`src/rtl/asqs_pkg.sv`:
```
// ----------------------------------------------------------------------------
// asqs_pkg: shared types and constants
// Field widths, storage sizes, opcodes, status codes, controller states and
// the command/status structs between controller and datapath.
// ----------------------------------------------------------------------------
package asqs_pkg;

   // storage sizes
   localparam int MAX_ELEMENTS      = 1024;
   localparam int RANGE_STACK_DEPTH = 11;

   // fixed field widths
   localparam int OPCODE_W = 2;
   localparam int VALUE_W  = 32;
   localparam int POS_W    = 10;
   localparam int COUNT_W  = 11;
   localparam int STATUS_W = 2;

   // derived widths
   localparam int ADDR_W  = (MAX_ELEMENTS > 1) ? $clog2(MAX_ELEMENTS) : 1;
   localparam int CNT_W   = $clog2(MAX_ELEMENTS + 1);
   localparam int CMP_W   = (CNT_W > POS_W) ? CNT_W : POS_W;
   localparam int DEPTH_W = $clog2(RANGE_STACK_DEPTH + 1);
   localparam int PTR_W   = $clog2(RANGE_STACK_DEPTH);

   typedef enum logic [OPCODE_W-1:0] {
      OP_APPEND = 2'd0,
      OP_WRITE  = 2'd1,
      OP_READ   = 2'd2,
      OP_SORT   = 2'd3
   } opcode_type;

   typedef enum logic [STATUS_W-1:0] {
      STAT_OK     = 2'd0,
      STAT_BOUNDS = 2'd1,
      STAT_FULL   = 2'd2
   } status_type;

   typedef enum logic [3:0] {
      ST_IDLE,
      ST_READ,
      ST_PART,
      ST_PIVOT,
      ST_SCAN_I,
      ST_SCAN_J,
      ST_SWAP,
      ST_SPLIT,
      ST_POP
   } state_type;

   // controller to datapath
   typedef struct packed {
      logic accept;
      logic read_rsp;
      logic part;
      logic pivot;
      logic scan_i;
      logic scan_j;
      logic swap;
      logic split;
      logic pop;
   } cmd_type;

   // datapath to controller
   typedef struct packed {
      logic read_ok;
      logic sort_go;
      logic lo_lt_hi;
      logic i_more;
      logic j_more;
      logic i_le_j;
      logic swap_more;
      logic has_child;
      logic depth_zero;
   } stat_type;

endpackage

```
`src/rtl/asqs_ctrl.sv`:
```
// ----------------------------------------------------------------------------
// asqs_ctrl: sequencing state machine
// Accepts one item at a time and walks the partition loop of a sort.
// ----------------------------------------------------------------------------
module asqs_ctrl
   import asqs_pkg::*;
(
   input  logic     clock,
   input  logic     reset,
   input  logic     req_valid,
   output logic     req_ready,
   output logic     rsp_valid,
   input  logic     rsp_ready,
   input  stat_type stat,
   output cmd_type  cmd
);

   state_type state_ff, state_in;
   logic      rsp_valid_ff, rsp_valid_in;
   logic      accept, rsp_load;

   assign req_ready = (state_ff == ST_IDLE) && (!rsp_valid_ff || rsp_ready);
   assign accept    = req_valid && req_ready;
   assign rsp_valid = rsp_valid_ff;

   // next state
   always_comb begin
      state_in = state_ff;
      case (state_ff)
         ST_IDLE: begin
            if (accept && stat.read_ok) begin
               state_in = ST_READ;
            end else if (accept && stat.sort_go) begin
               state_in = ST_PART;
            end
         end
         ST_READ:   state_in = ST_IDLE;
         ST_PART:   state_in = stat.lo_lt_hi ? ST_PIVOT : ST_POP;
         ST_PIVOT:  state_in = ST_SCAN_I;
         ST_SCAN_I: state_in = stat.i_more ? ST_SCAN_I : ST_SCAN_J;
         ST_SCAN_J: begin
            if (stat.j_more) begin
               state_in = ST_SCAN_J;
            end else if (stat.i_le_j) begin
               state_in = ST_SWAP;
            end else begin
               state_in = ST_SPLIT;
            end
         end
         ST_SWAP:   state_in = stat.swap_more ? ST_SCAN_I : ST_SPLIT;
         ST_SPLIT:  state_in = stat.has_child ? ST_PART : ST_POP;
         ST_POP:    state_in = stat.depth_zero ? ST_IDLE : ST_PART;
         default:   state_in = ST_IDLE;
      endcase
   end

   // command decode
   always_comb begin
      cmd          = '0;
      cmd.accept   = accept;
      cmd.read_rsp = state_ff == ST_READ;
      cmd.part     = state_ff == ST_PART;
      cmd.pivot    = state_ff == ST_PIVOT;
      cmd.scan_i   = state_ff == ST_SCAN_I;
      cmd.scan_j   = state_ff == ST_SCAN_J;
      cmd.swap     = state_ff == ST_SWAP;
      cmd.split    = state_ff == ST_SPLIT;
      cmd.pop      = state_ff == ST_POP;
      rsp_load     = (accept && !stat.read_ok && !stat.sort_go) ||
                     (state_ff == ST_READ) ||
                     (state_ff == ST_POP && stat.depth_zero);
      rsp_valid_in = rsp_valid_ff;
      if (rsp_load) begin
         rsp_valid_in = 1'b1;
      end else if (rsp_ready) begin
         rsp_valid_in = 1'b0;
      end
   end

   // state and response flag
   always_ff @(posedge clock) begin
      if (reset) begin
         state_ff     <= ST_IDLE;
         rsp_valid_ff <= 1'b0;
      end else begin
         state_ff     <= state_in;
         rsp_valid_ff <= rsp_valid_in;
      end
   end

   // checks
   a_read_path: assert property (@(posedge clock) disable iff (reset)
      (accept && stat.read_ok) |=> state_ff == ST_READ)
      else $error("read did not enter read state");
   a_sort_done: assert property (@(posedge clock) disable iff (reset)
      (state_ff == ST_POP && stat.depth_zero) |=> rsp_valid_ff)
      else $error("sort finished without response");
   a_rsp_hold: assert property (@(posedge clock) disable iff (reset)
      (rsp_valid_ff && !rsp_ready) |=> rsp_valid_ff)
      else $error("response dropped while stalled");

endmodule

```
`config.mk`:
```
export PLATFORM = sky130hd
export DESIGN_NAME = asqs_ctrl
export DESIGN_NICKNAME = d
export VERILOG_FILES = /design/src/rtl/asqs_pkg.sv /design/src/rtl/asqs_ctrl.sv
export SDC_FILE = /design/constraint.sdc
export NUM_CORES = 1
export LEC_CHECK = 0
export ABC_AREA = 0
export BUFFER_PORTS_ARGS = -buffer_cell sky130_fd_sc_hd__buf_2
export CAP_MARGIN = 20
export CORE_AREA = 2 2 39 41
export CTS_CLUSTER_SIZE = 30
export DETAILED_ROUTE_END_ITERATION = 6
export DIE_AREA = 0 0 41 43
export PLACE_DENSITY_LB_ADDON = 0.15
export SETUP_SLACK_MARGIN = 0.4
export SYNTH_ARGS = -nofsm -noshare
export SYNTH_HDL_FRONTEND = slang
export SYNTH_SLANG_ARGS = --single-unit
```
`constraint.sdc`:
```
create_clock -name clock -period 2.34 [get_ports clock]
set_input_delay 0 -clock clock [delete_from_list [all_inputs] [get_ports clock]]
set_output_delay 0 -clock clock [all_outputs]
set_load 0.005 [all_outputs]
```
* Yosys cells after proc, flatten, opt, wreduce, memory -nomap -nowiden *
Index checks and enable logic that the tools add are counted.

storage, ports and cells
  bits in registers = 5
  input port bits = 13
  output and inout bits = 11
  logic and storage cells = 38

operators by class
  equality and inequality tests = 9
  multiplexer cells = 12
  reduce and logical (&&, ||, !) cells = 15

operator list
  kind                                           number
  case mux 4 bit (8 select lines)                1
  == test 4 x 3 -> 1 bit, second input constant  4
  2-to-1 mux 4 bit                               4
  == test 4 x 2 -> 1 bit, second input constant  2
  logical AND 1 bit                              7
  2-to-1 mux 2 bit                               3
  == test 4 x 1 -> 1 bit, second input constant  1
  == test 4 bit, second input constant           1
  logical NOT 4 bit                              1
  2-to-1 mux 1 bit                               4
  logical NOT 1 bit                              3
  logical OR 1 bit                               3
  != test 3 x 1 -> 1 bit, second input constant  1
  nonzero test 2 bit                             1

* Longest topological paths before layout *
Gate-level depths: netlist of run 1.

  word-level depth = 9
  depth in mapped cells = 5
  gate-level depth less buffers = 4

* Worst setup path before layout of run 1 *
No wires, ideal clock.

  kind = register to register
  start = register state_ff[1]
  end = register state_ff[3]
  setup time = 0.073 ns
  arrival = 1.320 ns
  required time = 2.267 ns
  slack = 0.947 ns
  stages on the path, launching flop included = 6
  path buffers = 1
  clock period less this slack = 1.393 ns
  path through = dfxtp_1 > buf_4 > nor2_1 > mux2_1 > a211o_1 > nor3_2

on the way
  cells in the longest elaborated chain, start to end = 6
  elaborated cells on any way between the ends = 15

RTL lines
  element                          RTL line                          text
  from (decl)                      asqs_ctrl.sv:18                   state_type state_ff, state_in;
  from (signal assigned)           asqs_ctrl.sv:86                   state_ff <= state_in;
  logical NOT 4 bit                asqs_ctrl.sv:22, asqs_ctrl.sv:29
  logical AND 1 bit                asqs_ctrl.sv:22                   assign req_ready = (state_ff == ST_IDLE) && (!rsp_valid_ff || rsp_ready);
  logical AND 1 bit                asqs_ctrl.sv:23                   assign accept = req_valid && req_ready;
  logical AND 1 bit                asqs_ctrl.sv:31                   if (accept && stat.read_ok) begin
  2-to-1 mux 4 bit                 asqs_ctrl.sv:31
  case mux 4 bit (8 select lines)  asqs_ctrl.sv:29                   case (state_ff)

Several ways; a longest one is shown, not always the timed one.
A chain may end at the register's enable or synchronous reset.

==> impl_metrics.yaml, run 1 <==
logic_synthesis:
  synth.distinct_cells: 29
  syn_nets: 76
  synth_seq_area_share: 0.228
  syn_area_um2: 439
  synth_area_per_cell_um2: 6.97
  syn_inst: 63
  yosys_warnings: 0
  ys_ff_latch: 5
clocking:
  clock-sinks: 5
  cts_inserted_buffers: 3
  post-cts-setup-buffers: 0
  htreeDepth: 1
  clk_pin_slew_worst_paths_ps: 50
  insertion_delay_ps: 240
  cts_tree: "yes"
  clk_path_buf_depth: 2
  cts_root_buf: "clkbuf_4"
critical_path:
  end_kind: "primary output"
  critPathMaxFanout: 14
  critPathArrivalTime_ps: 1650
  required_ps: 2340
  crit_path_start_kind: "register"
  crit_type: "reg -> out"
global_route:
  track_usage: 0.139
  grt-ovfl-total: 0
  grt_pass1_vias: 415
  antenna_found_initial: 0
  grt_pass1_wl_um: 1660
  grt_max_degree: 17
min_path:
  holdCritPathClass: "in -> reg"
finish:
  multi_input_area_um2: 299
  final_cell_area_um2: 582
  antennaDiodeCount: 0
  area_delta_synth_final_pct: 32.5
  fin_util: 0.420
  regArea_um2: 100
  nets: 100
  fillCellCount: 156
  drive_gt1_frac: 0.314
  finalNonFillerCells: 102
floorplanning:
  core_area_mm2: 0.00138
  start_util: 0.317
  row_count: 14
  die_y_um: 43
  dieArea_mm2: 0.00176
  io_pins: 24
  die_w_um: 41
sta:
  finalCritPeriodShare: 0.704
  layout_min_cycle_time_ps: 1650
  worst_slew_pin_slew_ps: 558
  slew_headroom: 0.625
  rsz0062_at_grt: "false"
  hold_violations: 0
  setup_ws_ps: 693
  slew_violations: 0
  whs_ps: 54.3
  setup_tns_ps: 0
  setup_viol: 0
  fin_skew_ps: 4.87
  max_freq_ghz: 0.607
power_and_ir_drop:
  seq_power_share: 0.370
  total_power_mw: 0.279
  vdd_drop_max_v: 0.000249
  combPwrFrac: 0.266
  clkPwrFrac: 0.364
  swShare: 0.308
  p_leak_nw: 0.269
  power_density_mw_per_mm2: 479
  internal_power_mw: 0.193
  p_switching_mw: 0.0857
detailed_routing:
  via_count: 525
  routed_wl_um: 1130
  ant_nets: 0
  drc: 0
  first_pass_iters: 4
  wire_per_inst_um: 11.1
  dr.first_iter.drc_count: 5
  vias_per_cell: 5.15
place:
  post_dp_cell_area_um2: 546
  dp_cells: 97
  place_congestion: 0.705
  hpwl_um: 822
  pre_cts_ws_ps: 743
  portBuffers: 23
run_status:
  status: "completed"
flow_run:
  drv_cap: 0
cell families after synthesis:
family | count (synthesis) | synth area share
simple gates | 37 | 0.447
buf+inv | 8 | 0.0911
mux | 2 | 0.0484
xor+xnor | 1 | 0.0199
compound gates | 10 | 0.165
flops | 5 | 0.228
state kept, by name, indices dropped and copies added, names as in the netlist:
name and cells:
rsp_valid 1, state_ff 4
layout make-up:
cell class	instances	area share
inverter	3	0.0194
clock buffer	4	0.0452
tap	16	0.0344
multi-input combinational	50	0.514
timing repair buffer	24	0.215
sequential	5	0.172
final timing paths:
path                                  from                  endpoint  slack (ps)  cells past startpoint
hold reg to reg     rsp_valid$_SDFFE_PP0P_    rsp_valid$_SDFFE_PP0P_         580                      2
hold / removal                     stat[7]    rsp_valid$_SDFFE_PP0P_          50                      4
setup / recovery  state_ff[2]$_SDFFE_PP0P_                    cmd[8]         690                      3
setup reg to reg  state_ff[2]$_SDFFE_PP0P_  state_ff[0]$_SDFFE_PP0P_         740                      4
critical path, stage by stage (launching register included):
cell	delay, ps
dfxtp_1	450
nor4_1	580
and3_1	260
buf_2	110
routing by layer:
layer / vias to the layer above / routed length, um / track usage
li1: 274 / - / -
met5: - / 0 / 0
met4: 0 / 0 / 0
met2: 13 / 520 / 0.203
met1: 238 / 532 / 0.177
met3: 0 / 75 / 0.0942
power by group through the flow:
stage	combinational (mW)	sequential, mW	clock (mW)
2_1_floorplan	0.0572	0.0954	0
3_3_place_gp	0.0734	0.105	0
3_5_place_dp	0.0732	0.105	0
4_1_cts	0.0748	0.103	0.107
5_1_grt	0.0839	0.105	0.116
6_report	0.0741	0.103	0.102
cells in the final DEF, fill, tap and decap left out:
| master | netlist | final |
|---|---|---|
| buf_2 | 2 | 23 |
| o211ai_1 | 1 | 1 |
| nand2b_1 | 3 | 3 |
| a31oi_1 | 2 | 2 |
| o31a_1 | 1 | 1 |
| nand2_1 | 6 | 6 |
| clkbuf_4 | 0 | 3 |
| nor2_1 | 8 | 8 |
| inv_1 | 3 | 3 |
| o21ai_0 | 1 | 1 |
| mux2i_1 | 1 | 1 |
| dlygate4sd3_1 | 0 | 1 |
| nand3_1 | 2 | 2 |
| mux2_1 | 1 | 1 |
| o2111ai_1 | 1 | 1 |
| a2bb2oi_1 | 1 | 1 |
| clkbuf_1 | 1 | 1 |
| nor3_1 | 7 | 7 |
| or3_1 | 1 | 1 |
| dfxtp_1 | 5 | 5 |
| nor3_2 | 1 | 1 |
| and3_1 | 2 | 2 |
| nand3b_1 | 3 | 3 |
| and2_1 | 2 | 2 |
| a21o_1 | 1 | 1 |
| or4b_1 | 1 | 1 |
| nor4_1 | 1 | 1 |
| xor2_1 | 1 | 1 |
| a211o_1 | 1 | 1 |
| a21oi_1 | 1 | 1 |
synthesized netlist by cell type:
cell type  instances  area (um^2)
a211o_1            1         8.76
a21o_1             1         7.51
a21oi_1            1         5.00
a2bb2oi_1          1         8.76
a31oi_1            2         12.5
and2_1             2         12.5
and3_1             2         12.5
buf_2              2         10.0
buf_4              2         15.0
clkbuf_1           1         3.75
dfxtp_1            5          100
inv_1              3         11.3
mux2_1             1         11.3
mux2i_1            1         10.0
nand2_1            6         22.5
nand2b_1           3         18.8
nand3_1            2         10.0
nand3b_1           3         22.5
nor2_1             8         30.0
nor3_1             7         35.0
nor3_2             1         10.0
nor4_1             1         6.26
o2111ai_1          1         8.76
o211ai_1           1         7.51
o21ai_0            1         5.00
o31a_1             1         8.76
or3_1              1         6.26
or4b_1             1         10.0
xor2_1             1         8.76
repair_timing:
item	CTS	global route
hold buffers	1	0
gates resized for setup	0	0
hold endpoints to repair	2	0
Power figures use the tool's default switching activity.
==> run 2, diff against run 1 <==
- ABC_AREA: 0 -> 1
- clock period: 2.34 -> 1.52 ns (I/O delays scaled with it)
==> run 2 against run 1 <==
Power rose by 94%. Sequential cell count is the same. Combinational power rose to 2.8 times the previous value. Utilization is 5.7 points higher. Hold slack got worse by 28 ps. Clock skew up 1.7 ps. Clock power is 54% higher. Cell area is 14% higher. Non-clock buffer count grew 2. Worst setup slack lost 320 ps.
==> impl_metrics.yaml, run 2 <==
power_and_ir_drop:
  vdd_drop_max_v: 0.000467
  p_leak_nw: 0.408
  power_density_mw_per_mm2: 820
finish:
  final_cell_area_um2: 661
  area_delta_synth_final_pct: 39.3
  layout_common_cells: "buf_2 (23), inv_1 (20), nand2_1 (19)"
  drive_gt1_frac: 0.407
  regArea_um2: 113
  largest_reg_flops: 4
  fillCellCount: 154
  multi_input_area_um2: 279
  final_common_cell: "buf_2"
  antennaDiodeCount: 0
  nets: 122
  finalNonFillerCells: 124
  regMostFlops: "state_ff"
global_route:
  grt_pass1_vias: 408
  grt.busiest_layer: "met2"
  grt_use_met3: 0.0471
  grt_max_degree: 9
  grtUsageMet1: 0.176
  track_usage: 0.135
  grt_pass1_wl_um: 1570
  antenna_found_initial: 0
  met2_usage: 0.184
  grt-ovfl-total: 0
logic_synthesis:
  synthFlopType: "dfxtp_1"
  synthTopCellsByCount: "inv_1 (20), nand2_1 (19), nand3_1 (6), nor2_1 (6)"
  synth_top_area_share: 0.211
  synth.area.top_cells: "dfxtp_1 (21%), inv_1 (16%), nand2_1 (15%)"
  synth.distinct_cells: 19
  synth_edf_count: 0
  yosys_warnings: 0
  synth_area_per_cell_um2: 5.93
  synth.most_common_cell: "inv_1"
  syn_nets: 93
  syn_area_um2: 474
  synth_top_area_cell: "dfxtp_1"
  synth_seq_area_share: 0.211
  postSynth.asyncResetShare: 0
  ys_ff_latch: 5
  syn_inst: 80
place:
  dp_cells: 117
  hpwl_um: 904
  portBuffers: 23
  pre_cts_ws_ps: 386
  place_congestion: 0.736
  post_dp_cell_area_um2: 591
clocking:
  clock-sinks: 5
  cts_root_buf: "clkbuf_4"
  cts_tree: "yes"
  htreeDepth: 1
  clk_path_buf_depth: 2
  insertion_delay_ps: 240
  clk_pin_slew_worst_paths_ps: 50
  cts_inserted_buffers: 3
sta:
  slew_violations: 0
  max_freq_ghz: 0.875
  slew_headroom: 0.886
  setup_viol: 0
  worst_slew_pin_slew_ps: 170
  finalCritPeriodShare: 0.752
  setup_ws_ps: 377
  fin_skew_ps: 6.58
  setup_tns_ps: 0
  rsz0062_at_grt: "true"
  layout_min_cycle_time_ps: 1140
  hold_violations: 0
critical_path:
  end_kind: "primary output"
  critPathMaxFanout: 5
  crit_path_start_kind: "register"
  crit_type: "reg -> out"
  critPathArrivalTime_ps: 1140
  r2r_slack_ps: 460
  required_ps: 1520
floorplanning:
  dieArea_mm2: 0.00176
  row_count: 14
  die_y_um: 43
  start_util: 0.343
  die_w_um: 41
  io_pins: 24
  core_area_mm2: 0.00138
min_path:
  holdCritPathClass: "in -> reg"
flow_run:
  drv_cap: 0
detailed_routing:
  routed_wl_um: 1110
  vias_per_cell: 4.47
  ant_nets: 0
  drc: 0
  dr.first_iter.drc_count: 11
  first_pass_iters: 4
  wire_per_inst_um: 8.92
  via_count: 554
run_status:
  status: "completed"
run 2: changes by cell type after synthesis, moves of 3 or more:
cell      before  now
nand3b_1       3    0
nand2_1        6   19
nand3_1        2    6
inv_1          3   20
nor2_4         0    3
nor3_1         7    1
a21oi_1        1    5
nand2b_1       3    0
run 2: what timing repair did:
item                                    4_1_cts  5_1_grt
endpoints found under the setup margin        9        9
hold buffers                                  1        0
hold endpoints to repair                      2        0
pin swaps                                     2        2
gates resized for setup                       5        4
buffers inserted                              0        2
run 2: power breakdown:
part	internal, mW	leakage (nW)	switching (mW)
registers	0.148	0.0435	0.0254
clock network	0.0994	0.0150	0.0572
logic	0.0974	0.349	0.114
run 2: kinds of logic after synthesis:
| group | Yosys count | share of synthesized area |
|---|---|---|
| buf+inv | 24 | 0.214 |
| simple gates | 41 | 0.454 |
| compound gates | 10 | 0.121 |
| flops | 5 | 0.211 |
run 2: final timing paths:
check | startpoint | end | cells after the start
max | state_ff[2]$_SDFFE_PP0P_ | cmd[8] | 4
min | stat[8] | state_ff[0]$_SDFFE_PP0P_ | 3
max reg2reg | state_ff[1]$_SDFFE_PP0P_ | state_ff[1]$_SDFFE_PP0P_ | 8
min reg2reg | state_ff[3]$_SDFFE_PP0P_ | state_ff[2]$_SDFFE_PP0P_ | 3
run 2: layer usage:
layer / share of wire / up-vias
li1: - / 301
met1: 0.46 / 236
met2: 0.45 / 13
met3: 0.070 / 4
met4: 0.019 / 0
met5: 0 / -
run 2: critical path: stages, from the launching register on:
cell and delay, ps:
dfxtp_2 350, nor2_4 190, nand2_4 90, nor3_4 140, buf_2 140
run 2: area by class of cell:
cell class	count	area share
Inverter	22	0.125
Clock buffer	4	0.0398
Timing Repair Buffer	26	0.212
Multi-Input combinational cell	51	0.422
Tap cell	16	0.0303
Sequential cell	5	0.170
run 2: metrics by stage:
step | hold slack, ps | util | total power, mW
CTS | 23.5 | 0.458 | 0.537
global placement | 255 | 0.427 | 0.369
finish | 26.8 | 0.477 | 0.542
floorplan | 69.1 | - | 0.317
detailed placement | 259 | 0.427 | 0.368
global route | 39.3 | 0.477 | 0.590
